<file path="src/hw/rtl/mtcm_pkg.sv">
`timescale 1ns / 1ps
// ----------------------------------------------------------------------------
// Motion trigger channel mapper package
// Shared types and constants: behavior entry layout, mode and item codes,
// register indexes and value constants.
// ----------------------------------------------------------------------------
package mtcm_pkg;

  // Item kinds carried on the input channel.
  localparam logic FUNC_LOAD = 1'b0;
  localparam logic FUNC_TICK = 1'b1;

  // Configuration register indexes.
  localparam int unsigned CFG_IDX_W = 1;
  localparam logic [CFG_IDX_W-1:0] REG_LIST_LENGTH = 1'd0;
  localparam logic [CFG_IDX_W-1:0] REG_PULSE_MS    = 1'd1;

  // Behavior modes.
  localparam logic [3:0] MODE_X        = 4'd0;
  localparam logic [3:0] MODE_Y        = 4'd1;
  localparam logic [3:0] MODE_Z        = 4'd2;
  localparam logic [3:0] MODE_ACTIVE   = 4'd3;
  localparam logic [3:0] MODE_INACTIVE = 4'd4;
  localparam logic [3:0] MODE_SIDE_A   = 4'd5;
  localparam logic [3:0] MODE_BOTTOM   = 4'd10;

  // Stored orientation of an entry that has not seen a side yet.
  localparam logic [2:0] ORIENT_NONE = 3'd7;

  // Value constants.
  localparam logic signed [15:0] AXIS_LIMIT_POS = 16'sd250;
  localparam logic signed [15:0] AXIS_LIMIT_NEG = -16'sd250;
  localparam logic signed [10:0] AXIS_OFFSET    = 11'sd500;
  localparam logic [9:0]         FULL_VALUE     = 10'd1000;
  localparam logic [15:0]        PULSE_MS_RESET = 16'd100;

  // One behavior entry as held in the table memory.
  typedef struct packed {
    logic [3:0]  mode;
    logic [5:0]  channel;
    logic        momentary;
    logic        latch;
    logic [2:0]  orient;
    logic [31:0] start;
  } entry_t;

endpackage

</file>
<file path="src/hw/rtl/motion_trigger_channel_mapper.sv">
`timescale 1ns / 1ps
// ----------------------------------------------------------------------------
// Motion trigger channel mapper
// Maps accelerometer readings and events to channel values through a table
// of behavior entries, walked on each tick one entry per cycle unless stalled.
// ----------------------------------------------------------------------------
//
//  Channel   Direction  Handshake              Payload
//  -------   ---------  ---------------------  ---------------------------------
//  in        sink       in_valid_i/in_stall_o  func, entry fields, sensor fields
//  out       source     out_valid_o/out_stall_i out_channel, out_value, last
//  cfg       sink       cfg_valid_i/cfg_ready_o cfg_index, cfg_data
//
//  A load transaction leaves the block idle and produces nothing.
//  A tick transaction occupies the block after acceptance until n entries are
//  walked, where n is list_length limited to MAX_ENTRIES: the table memory,
//  read one entry ahead and written back one entry behind, and the shared
//  elapsed-time compare handle one entry per cycle unless the output stalls.
//  Output stall freezes the walk; the output register lets the next input
//  be accepted while the final result is still waiting.
//  Reset leaves the table contents undefined; there is no clearing pass.
//
module motion_trigger_channel_mapper #(
  parameter int unsigned MAX_ENTRIES = 64
) (
  input  logic                          clk_i,
  input  logic                          rst_ni,
  // Input channel
  input  logic                          in_valid_i,
  output logic                          in_stall_o,
  input  logic                          func_i,
  input  logic [5:0]                    entry_index_i,
  input  logic [3:0]                    entry_mode_i,
  input  logic [5:0]                    entry_channel_i,
  input  logic                          entry_momentary_i,
  input  logic signed [15:0]            accel_x_i,
  input  logic signed [15:0]            accel_y_i,
  input  logic signed [15:0]            accel_z_i,
  input  logic                          inactivity_irq_i,
  input  logic                          activity_irq_i,
  input  logic [2:0]                    up_side_i,
  input  logic [31:0]                   now_ms_i,
  // Output channel
  output logic                          out_valid_o,
  input  logic                          out_stall_i,
  output logic [5:0]                    out_channel_o,
  output logic [9:0]                    out_value_o,
  output logic                          last_o,
  // Configuration channel
  input  logic                          cfg_valid_i,
  output logic                          cfg_ready_o,
  input  logic [mtcm_pkg::CFG_IDX_W-1:0] cfg_index_i,
  input  logic [15:0]                   cfg_data_i
);
  import mtcm_pkg::*;

  localparam int unsigned IDX_W = (MAX_ENTRIES > 1) ? $clog2(MAX_ENTRIES) : 1;
  localparam int unsigned CNT_W = $clog2(MAX_ENTRIES + 1);

  localparam logic S_IDLE = 1'b0;
  localparam logic S_EVAL = 1'b1;

  // Control state
  logic             state_q, state_d;
  logic [IDX_W-1:0] idx_q, idx_d;
  logic [CNT_W-1:0] n_q, n_d;
  logic [6:0]       list_length_q;
  logic [15:0]      pulse_ms_q;
  logic             is_active_q, is_active_d;
  logic             is_inactive_q, is_inactive_d;
  logic             out_valid_q, out_valid_d;

  // Tick payload, held for the whole walk
  logic signed [15:0] accel_x_q, accel_y_q, accel_z_q;
  logic [2:0]         side_q;
  logic [31:0]        now_q;

  // Output payload
  logic [5:0] out_channel_q;
  logic [9:0] out_value_q;
  logic       last_q;

  // Table memory
  entry_t           entry_mem_q [MAX_ENTRIES];
  entry_t           rdata_q;
  logic             rd_en;
  logic [IDX_W-1:0] rd_addr;
  logic             wr_en;
  logic [IDX_W-1:0] wr_addr;
  entry_t           wr_data;

  logic             in_accept;
  logic             load_accept;
  logic             tick_accept;
  logic             step;
  logic             at_last;
  logic [CNT_W-1:0] n_sel;

  // Evaluation datapath
  entry_t             upd;
  logic [9:0]         val;
  logic signed [15:0] axis_raw;
  logic signed [15:0] axis_sat;
  logic signed [10:0] axis_sum;
  logic [31:0]        elapsed;
  logic               pulse_live;
  logic               trig;
  logic               cond;
  logic               already;
  logic [2:0]         target;

  assign in_stall_o  = (state_q != S_IDLE);
  assign in_accept   = in_valid_i && !in_stall_o;
  assign load_accept = in_accept && (func_i == FUNC_LOAD);
  assign tick_accept = in_accept && (func_i == FUNC_TICK);
  assign cfg_ready_o = 1'b1;

  assign out_valid_o   = out_valid_q;
  assign out_channel_o = out_channel_q;
  assign out_value_o   = out_value_q;
  assign last_o        = last_q;

  // Entries walked per tick, limited to the table depth.
  assign n_sel = (32'(list_length_q) > 32'(MAX_ENTRIES)) ? CNT_W'(MAX_ENTRIES)
                                                         : CNT_W'(list_length_q);

  // The walk advances when the output register is free or being emptied.
  assign step    = (state_q == S_EVAL) && (!out_valid_q || !out_stall_i);
  assign at_last = ((CNT_W'(idx_q) + CNT_W'(1)) == n_q);

  // Configuration registers.
  always_ff @(posedge clk_i or negedge rst_ni) begin
    if (!rst_ni) begin
      list_length_q <= '0;
      pulse_ms_q    <= PULSE_MS_RESET;
    end else if (cfg_valid_i && cfg_ready_o) begin
      unique case (cfg_index_i)
        REG_LIST_LENGTH: list_length_q <= cfg_data_i[6:0];
        REG_PULSE_MS:    pulse_ms_q    <= cfg_data_i;
        default: ;
      endcase
    end
  end

  // Shared evaluation unit: one entry per cycle unless stalled, including the
  // elapsed-time subtract and compare of the one-shot pulse.
  always_comb begin
    upd      = rdata_q;
    val      = '0;
    axis_raw = accel_x_q;
    axis_sat = '0;
    axis_sum = '0;
    trig     = 1'b0;
    cond     = 1'b0;
    already  = 1'b0;
    target   = 3'(rdata_q.mode - MODE_SIDE_A);
    elapsed  = now_q - rdata_q.start;
    pulse_live = (elapsed <= {16'b0, pulse_ms_q});

    priority if (rdata_q.mode <= MODE_Z) begin
      unique case (rdata_q.mode)
        MODE_X:  axis_raw = accel_x_q;
        MODE_Y:  axis_raw = accel_y_q;
        default: axis_raw = accel_z_q;
      endcase
      if (axis_raw > AXIS_LIMIT_POS) begin
        axis_sat = AXIS_LIMIT_POS;
      end else if (axis_raw < AXIS_LIMIT_NEG) begin
        axis_sat = AXIS_LIMIT_NEG;
      end else begin
        axis_sat = axis_raw;
      end
      axis_sum = $signed({axis_sat[9:0], 1'b0}) + AXIS_OFFSET;
      val      = axis_sum[9:0];
    end else if (rdata_q.mode == MODE_ACTIVE || rdata_q.mode == MODE_INACTIVE) begin
      trig    = 1'b1;
      cond    = (rdata_q.mode == MODE_ACTIVE) ? is_active_q : is_inactive_q;
      already = rdata_q.latch;
      if (!cond) begin
        upd.latch = 1'b0;
      end else if (rdata_q.momentary) begin
        upd.latch = 1'b1;
      end
    end else if (rdata_q.mode <= MODE_BOTTOM) begin
      trig    = 1'b1;
      cond    = (side_q == target);
      already = (rdata_q.orient == target);
      if (!cond) begin
        upd.orient = side_q;
      end else if (rdata_q.momentary) begin
        upd.orient = target;
      end
    end else begin
      val = '0;
    end

    // Trigger output: level, first pulse tick or timed pulse.
    if (trig && cond) begin
      if (!rdata_q.momentary) begin
        val = FULL_VALUE;
      end else if (!already) begin
        upd.start = now_q;
        val       = FULL_VALUE;
      end else begin
        val = pulse_live ? FULL_VALUE : 10'd0;
      end
    end
  end

  // Memory port selection.
  always_comb begin
    rd_en   = (state_q == S_IDLE) || step;
    rd_addr = (state_q == S_IDLE) ? '0 : IDX_W'(idx_q + IDX_W'(1));
    wr_en   = 1'b0;
    wr_addr = idx_q;
    wr_data = upd;
    if (load_accept && (32'(entry_index_i) < 32'(MAX_ENTRIES))) begin
      wr_en             = 1'b1;
      wr_addr           = IDX_W'(entry_index_i);
      wr_data.mode      = entry_mode_i;
      wr_data.channel   = entry_channel_i;
      wr_data.momentary = entry_momentary_i;
      wr_data.latch     = 1'b0;
      wr_data.orient    = ORIENT_NONE;
      wr_data.start     = '0;
    end else if (step) begin
      wr_en = 1'b1;
    end
  end

  // Table memory with registered read data.
  always_ff @(posedge clk_i) begin
    if (wr_en) begin
      entry_mem_q[wr_addr] <= wr_data;
    end
    if (rd_en) begin
      rdata_q <= entry_mem_q[rd_addr];
    end
  end

  // Sequencer and activity state next values.
  always_comb begin
    state_d       = state_q;
    idx_d         = idx_q;
    n_d           = n_q;
    is_active_d   = is_active_q;
    is_inactive_d = is_inactive_q;
    out_valid_d   = out_valid_q && out_stall_i;
    if (tick_accept) begin
      if (inactivity_irq_i) begin
        is_active_d   = 1'b0;
        is_inactive_d = 1'b1;
      end
      if (activity_irq_i) begin
        is_active_d   = 1'b1;
        is_inactive_d = 1'b0;
      end
      idx_d = '0;
      n_d   = n_sel;
      if (n_sel != '0) begin
        state_d = S_EVAL;
      end
    end
    if (step) begin
      out_valid_d = 1'b1;
      idx_d       = IDX_W'(idx_q + IDX_W'(1));
      if (at_last) begin
        state_d = S_IDLE;
      end
    end
  end

  always_ff @(posedge clk_i or negedge rst_ni) begin
    if (!rst_ni) begin
      state_q       <= S_IDLE;
      idx_q         <= '0;
      n_q           <= '0;
      is_active_q   <= 1'b0;
      is_inactive_q <= 1'b1;
      out_valid_q   <= 1'b0;
    end else begin
      state_q       <= state_d;
      idx_q         <= idx_d;
      n_q           <= n_d;
      is_active_q   <= is_active_d;
      is_inactive_q <= is_inactive_d;
      out_valid_q   <= out_valid_d;
    end
  end

  // Tick payload capture.
  always_ff @(posedge clk_i) begin
    if (tick_accept) begin
      accel_x_q <= accel_x_i;
      accel_y_q <= accel_y_i;
      accel_z_q <= accel_z_i;
      side_q    <= up_side_i;
      now_q     <= now_ms_i;
    end
  end

  // Output register.
  always_ff @(posedge clk_i) begin
    if (step) begin
      out_channel_q <= rdata_q.channel;
      out_value_q   <= val;
      last_q        <= at_last;
    end
  end

  // The walk never addresses an entry beyond the count taken at the tick.
  assert property (@(posedge clk_i) disable iff (!rst_ni)
    (state_q == S_EVAL) |-> (CNT_W'(idx_q) < n_q))
    else $error("entry index beyond walk length");

  // A tick with entries to walk starts the walk in the next cycle.
  assert property (@(posedge clk_i) disable iff (!rst_ni)
    (tick_accept && (n_sel != '0)) |=> (state_q == S_EVAL) && (idx_q == '0))
    else $error("tick did not start the walk");

  // Leaving the walk always leaves the final result in the output register.
  assert property (@(posedge clk_i) disable iff (!rst_ni)
    ((state_q == S_IDLE) && ($past(state_q) == S_EVAL)) |-> (out_valid_q && last_q))
    else $error("walk ended without a final result");

  // A result is loaded only when the output register can take it.
  assert property (@(posedge clk_i) disable iff (!rst_ni)
    (out_valid_q && out_stall_i && (state_q == S_EVAL)) |=>
      (out_valid_q && $stable(idx_q)))
    else $error("walk advanced over a stalled result");

endmodule

</file>
<file path="config.mk">
export PLATFORM = sky130hd
export DESIGN_NAME = motion_trigger_channel_mapper
export DESIGN_NICKNAME = d
export VERILOG_FILES = /design/src/hw/rtl/mtcm_pkg.sv /design/src/hw/rtl/motion_trigger_channel_mapper.sv
export SDC_FILE = /design/constraint.sdc
export NUM_CORES = 2
export LEC_CHECK = 0
export ABC_CLOCK_PERIOD_IN_PS = 16100
export BUFFER_PORTS_ARGS = -buffer_cell sky130_fd_sc_hd__buf_2
export CORE_UTILIZATION = 50
export DETAILED_ROUTE_END_ITERATION = 6
export GPL_ROUTABILITY_DRIVEN = 1
export PLACE_DENSITY = 0.65
export SYNTH_ARGS = -nofsm -noshare
export SYNTH_HDL_FRONTEND = slang
export SYNTH_SLANG_ARGS = --single-unit
export TNS_END_PERCENT = 50
</file>
<file path="constraint.sdc">
create_clock -name clk_i -period 16.1 [get_ports clk_i]
set_clock_uncertainty 0.2 [all_clocks]
set_input_delay 0.805 -clock clk_i [delete_from_list [all_inputs] [get_ports clk_i]]
set_output_delay 0.805 -clock clk_i [all_outputs]
set_load 0.01 [all_outputs]
</file>
Word level (Yosys, flattened, before mapping). Memories as Yosys holds them, arrays and structs flattened. A register that Yosys moved wholly into a read port is not among the register bits. Index checks and enable logic that the tools add are counted.

Register bits: 140. Bits in writable memories: 3008. Input bits: 125. Output and inout bits: 20. Word-level logic and storage cells: 106. Memories: 1.

Memory list: entry_mem_q (words 64, width 47, rd ports 1, clocked after memory_dff 1, wr ports 1, line motion_trigger_channel_mapper.sv:84) `entry_t entry_mem_q [MAX_ENTRIES];`.

$add $sub $neg: 5. $lt $le $gt $ge: 6. Eq/ne operators: 6. Muxes and demuxes: 50. Bitwise gates (word level): 3. Reductions and logical operators: 19.

Operators with widths (number): 2-to-1 mux 32 bit (3); 2-to-1 mux 10 bit (5); 2-to-1 mux 47 bit (1); less-or-equal comparator 32 x 16 -> 1 bit (1); one-hot mux 16 bit (2 select lines) (1); subtractor 32 bit (1); 2-to-1 mux 9 bit (3); 2-to-1 mux 1 bit (26); 2-to-1 mux 6 bit (4); greater-than comparator 16 x 9 -> 1 bit (second input constant) (1); < comparator 16 x 9 -> 1 bit (second input constant) (1); 2-to-1 mux 16 bit (1); 2-to-1 mux 3 bit (4); adder 10 bit (second input constant) (1); adder 6 x 1 -> 7 bit (second input constant) (1); == test 7 bit (1); greater-than comparator 7 bit (second input constant) (1); 2-to-1 mux 7 bit (1); nonzero test 7 bit (1); adder 6 x 1 -> 6 bit (second input constant) (1); == test 3 bit (2); logical AND 1 bit (6); AND reduction 2 bit (3); == test 4 x 1 -> 1 bit (second input constant) (1); other kinds (11) (18).

Longest topological paths before layout.
Depth in word-level cells: 10. Gate-level depth with buffers: 19. Gate-level depth less buffers: 19.

Worst setup path after synthesis. Ideal clock, no wire load.

Path type: flip-flop to flip-flop. Start: register rdata_q[43] (netlist name). End: memory entry_mem_q[0][34] (netlist name) (data pin). Library setup time: 0.701 ns. Arrival time: 4.473 ns. Data required time: 15.199 ns. Setup slack: 10.726 ns. Stages on the path, launching flop included: 12. Path buffers: 2. Period minus slack after synthesis: 5.374 ns. Cell sequence: edfxtp_1 -> inv_1 -> ha_1 -> buf_2 -> buf_2 -> nand2_1 -> o21a_1 -> o21ai_0 -> nor2_1 -> a21boi_0 -> o22ai_1 -> o21ai_0.

RTL lines (line): to (decl) (motion_trigger_channel_mapper.sv:84).

Worst setup path after layout.
Start: register idx_q[0]. End: register rdata_q[11] (netlist name).

Cells in the longest elaborated chain, start to end: 2.

RTL lines: from (decl) (line motion_trigger_channel_mapper.sv:65) `logic [IDX_W-1:0] idx_q, idx_d;`; from (signal assigned) (line motion_trigger_channel_mapper.sv:283) `idx_q <= idx_d;`; adder 6 x 1 -> 6 bit (line motion_trigger_channel_mapper.sv:213) `rd_addr = (state_q == S_IDLE) ? '0 : IDX_W'(idx_q + IDX_W'(1));`; 2-to-1 mux 6 bit (line motion_trigger_channel_mapper.sv:213).

Every way passes these cells. A chain may end at the register's enable or synchronous reset.

==> flow_summary.yaml <==
placement:
  place_hpwl_um: 192000
  port_buffers: 142
  gp_congestion: 0.936
  dp_slack_ns: 9.87
  place_inst: 9754
global_route:
  antenna_found_initial: 11
  overflow: 0
  grt_usage: 0.290
  grt_pass1_vias: 67500
  grt_max_degree: 154
  grt_pass1_wl_um: 513000
die:
  initial_core_util: 0.504
  die_area_um2: 253000
  io-pin-count: 145
  die_h_um: 503
  core_area_um2: 249000
  fp-row-count: 183
  dieWidth_um: 503
pwr:
  total_power_mw: 29.2
  sw_frac_of_total: 0.342
  power.leakage_nw: 46.2
  powerDensity_nw_per_um2: 205
  power_frac_comb: 0.347
  pwr-share-seq: 0.400
  pwr-share-clk: 0.252
  ir_drop_mv: 0.210
  internal_power_mw: 19.2
  switching_power_mw: 9.96
drt:
  via_count: 69500
  routed_wirelength_um: 367000
  wl_per_cell_um: 35.2
  drtAntennaViolNets: 0
  drt-vias-per-instance: 6.66
  firstDrtPassIters: 6
  drc_errors: 0
  first_iter_violations: 10500
worst_setup_path:
  worst_ep_required_time_ns: 16.54
  cp_data_arrival_time_ns: 6.73
  crit_type: "flip-flop to flip-flop"
  end_kind: "flip-flop"
  start_kind: "flip-flop"
  path_max_fanout: 137
synth:
  yosys_warnings: 0
  synth_edf_count: 3154
  yosysSeqAreaShare: 0.763
  syn_area_um2: 126000
  ys_async_sr_fraction: 0.0125
  synth-seq-cells: 3194
  mappedNetlistNets: 6737
  yosysUniqueCellTypes: 74
  avgSynthCellArea_um2: 19.1
  netlist_instances: 6557
  synth_ff_type: "edfxtp_1"
timing:
  max_freq_mhz: 159
  tightest_slew_ns: 1.40
  tns_ns: 0
  slew_violations: 0
  fin_crit_ns: 6.29
  setup_violations: 0
  maxSlewHeadroom: 0.0645
  hold_viol: 0
  fin_crit_sh: 0.391
  rsz0062_at_grt: "no"
  timing.final.ws_setup_ns: 9.81
min_path:
  hp-class: "primary input to flip-flop"
clocking:
  cts_resized: 0
  cts-htree-levels: 5
  clock_latency_ns: 0.97
  post_cts_buffers: 0
  clock_sinks: 3194
  cts-root-buf: "clkbuf_16"
  cts_tree: "done"
  ctsLongestPathBuffers: 4
  clk_pin_slew_ns: 0.06
  cts_inserted_buffers: 333
final_layout:
  syn2layout_area_growth_pct: 13.3
  nets: 7039
  fillerInstances: 18300
  fin_cells: 10400
  fin_util: 0.571
  drive_gt1_frac: 0.195
run:
  maxCapViolCount: 0
status:
  outcome: "complete, no violations"
cell usage after synthesis (12+ instances only):
| library cell | instances | area share |
|---|---|---|
| nor4_1 | 12 | 0.00060 |
| inv_1 | 61 | 0.0018 |
| nor3_1 | 14 | 0.00056 |
| nand2_1 | 135 | 0.0040 |
| a21o_1 | 15 | 0.00090 |
| edfxtp_1 | 3154 | 0.75 |
| buf_2 | 77 | 0.0031 |
| nor2_1 | 181 | 0.0054 |
| a211oi_1 | 430 | 0.026 |
| buf_1 | 40 | 0.0012 |
| nand3_1 | 25 | 0.0010 |
| o32ai_1 | 378 | 0.026 |
| xnor2_1 | 24 | 0.0017 |
| nand2b_1 | 12 | 0.00060 |
| ha_1 | 54 | 0.0054 |
| a22oi_1 | 13 | 0.00078 |
| dfrtp_1 | 36 | 0.0072 |
| mux2_2 | 24 | 0.0022 |
| clkbuf_1 | 329 | 0.0098 |
| o21a_1 | 13 | 0.00078 |
| a21oi_1 | 463 | 0.018 |
| mux4_2 | 470 | 0.084 |
| mux2i_1 | 384 | 0.031 |
| o21ai_0 | 46 | 0.0018 |
| nand4_1 | 14 | 0.00070 |
| xor2_1 | 12 | 0.00084 |
layout make-up:
type	instances	area, um2	area share
multi-input cells	2851	28600	0.201
flip-flops and latches	3194	95700	0.673
clock inverters	155	1390	0.00977
well taps	3330	4170	0.0293
repair buffers	418	3200	0.0225
clock buffers	418	8830	0.0621
inverters	61	231	0.00163
diodes	7	17.5	0.000123
path summary, 6_finish.rpt:
kind                       cells after the start                  from  slack (ns)                           end
hold reg to reg                                2    n_q[0]$_DFFE_PN0P_        0.30            n_q[0]$_DFFE_PN0P_
setup reg to reg                              10  idx_q[0]$_DFFE_PN0P_        9.81         rdata_q[11]$_DFFE_PP_
max in group asynchronous                      3                rst_ni       14.72          idx_q[0]$_DFFE_PN0P_
min in group asynchronous                      3                rst_ni        0.35       is_active_q$_DFFE_PN0P_
setup / recovery                              10  idx_q[0]$_DFFE_PN0P_        9.81         rdata_q[11]$_DFFE_PP_
hold / removal                                 2         cfg_data_i[2]        0.06  list_length_q[2]$_DFFE_PN0P_
routing by layer:
layer	vias up	routed length (um)	track usage
li1	28100	-	-
met3	700	38400	0.0548
met1	36600	141000	0.405
met4	2	16000	0.117
met5	-	8	0
met2	4112	172000	0.452
worst max-delay path, stage by stage (launching register included):
cell	delay, ns
dfrtp_4	0.51
ha_1	0.26
xnor2_1	0.42
nand2b_4	0.89
buf_12	0.59
buf_4	0.71
buf_4	0.68
mux4_2	0.42
mux4_2	0.50
a21oi_1	0.48
a21oi_1	0.15
flip-flops by register name, indices dropped and copies added, names as in the netlist, 7 cells and up:
name and cells:
rdata_q 47, list_length_q 7, entry_mem_q 3008, accel_y_q 16, out_value_o 9, n_q 7, pulse_ms_q 16, now_q 32
accel_x_q 16, accel_z_q 16
power groups by stage:
| stage | clock network [mW] | registers, mW | logic, mW |
|---|---|---|---|
| after global routing | 7.74 | 11.7 | 10.8 |
| after floorplan | 0 | 11.9 | 6.80 |
| final | 7.36 | 11.7 | 10.1 |
| after global placement | 0 | 11.8 | 9.78 |
| after CTS | 7.43 | 11.7 | 10.0 |
| after detailed placement | 0 | 11.9 | 9.98 |
layout by cell type, fill, tap and decap left out, types with 25 or more instances in the layout:
cell / n
buf_2: 142
edfxtp_1: 3154
bufinv_16: 25
mux4_2: 470
nor2_1: 85
buf_4: 167
clkbuf_16: 339
dfrtp_1: 35
clkinv_2: 45
a211oi_1: 429
mux2i_1: 384
nand2_1: 130
clkbuf_1: 73
o32ai_1: 378
clkinv_1: 66
ha_1: 54
dlygate4sd3_1: 95
o21ai_0: 43
inv_1: 60
a21oi_1: 463
nor2_4: 96
per-stage QoR:
stage / area [um2] / hold WS, ns
CTS: 142000 / 0.0141
detailed placement: 131000 / 0.283
finish: 142000 / 0.0625
global route: 142000 / 0.0316
global placement: 131000 / 0.268
floorplan: 126000 / 0.226
what timing repair did:
item / in CTS / in global routing
hold endpoints to repair: 129 / 0
hold buffers: 95 / 0
setup endpoints to repair: 0 / 0
logic make-up (layout without fill, tap and decap cells):
| logic type | Yosys count | count (layout) | share of synthesized area |
|---|---|---|---|
| AOI/OAI and AO/OA | 1436 | 1436 | 0.0800 |
| xor gates and xnor gates | 36 | 36 | 0.00251 |
| other | 2 | 9 | 0.0000598 |
| adders and majority gates | 55 | 55 | 0.00554 |
| DFF | 3194 | 3194 | 0.763 |
| muxes | 878 | 878 | 0.117 |
| and+or+nand+nor | 444 | 444 | 0.0158 |
| buffers and inverters | 512 | 1052 | 0.0163 |
Note: power is estimated with default switching activity, not from simulation.
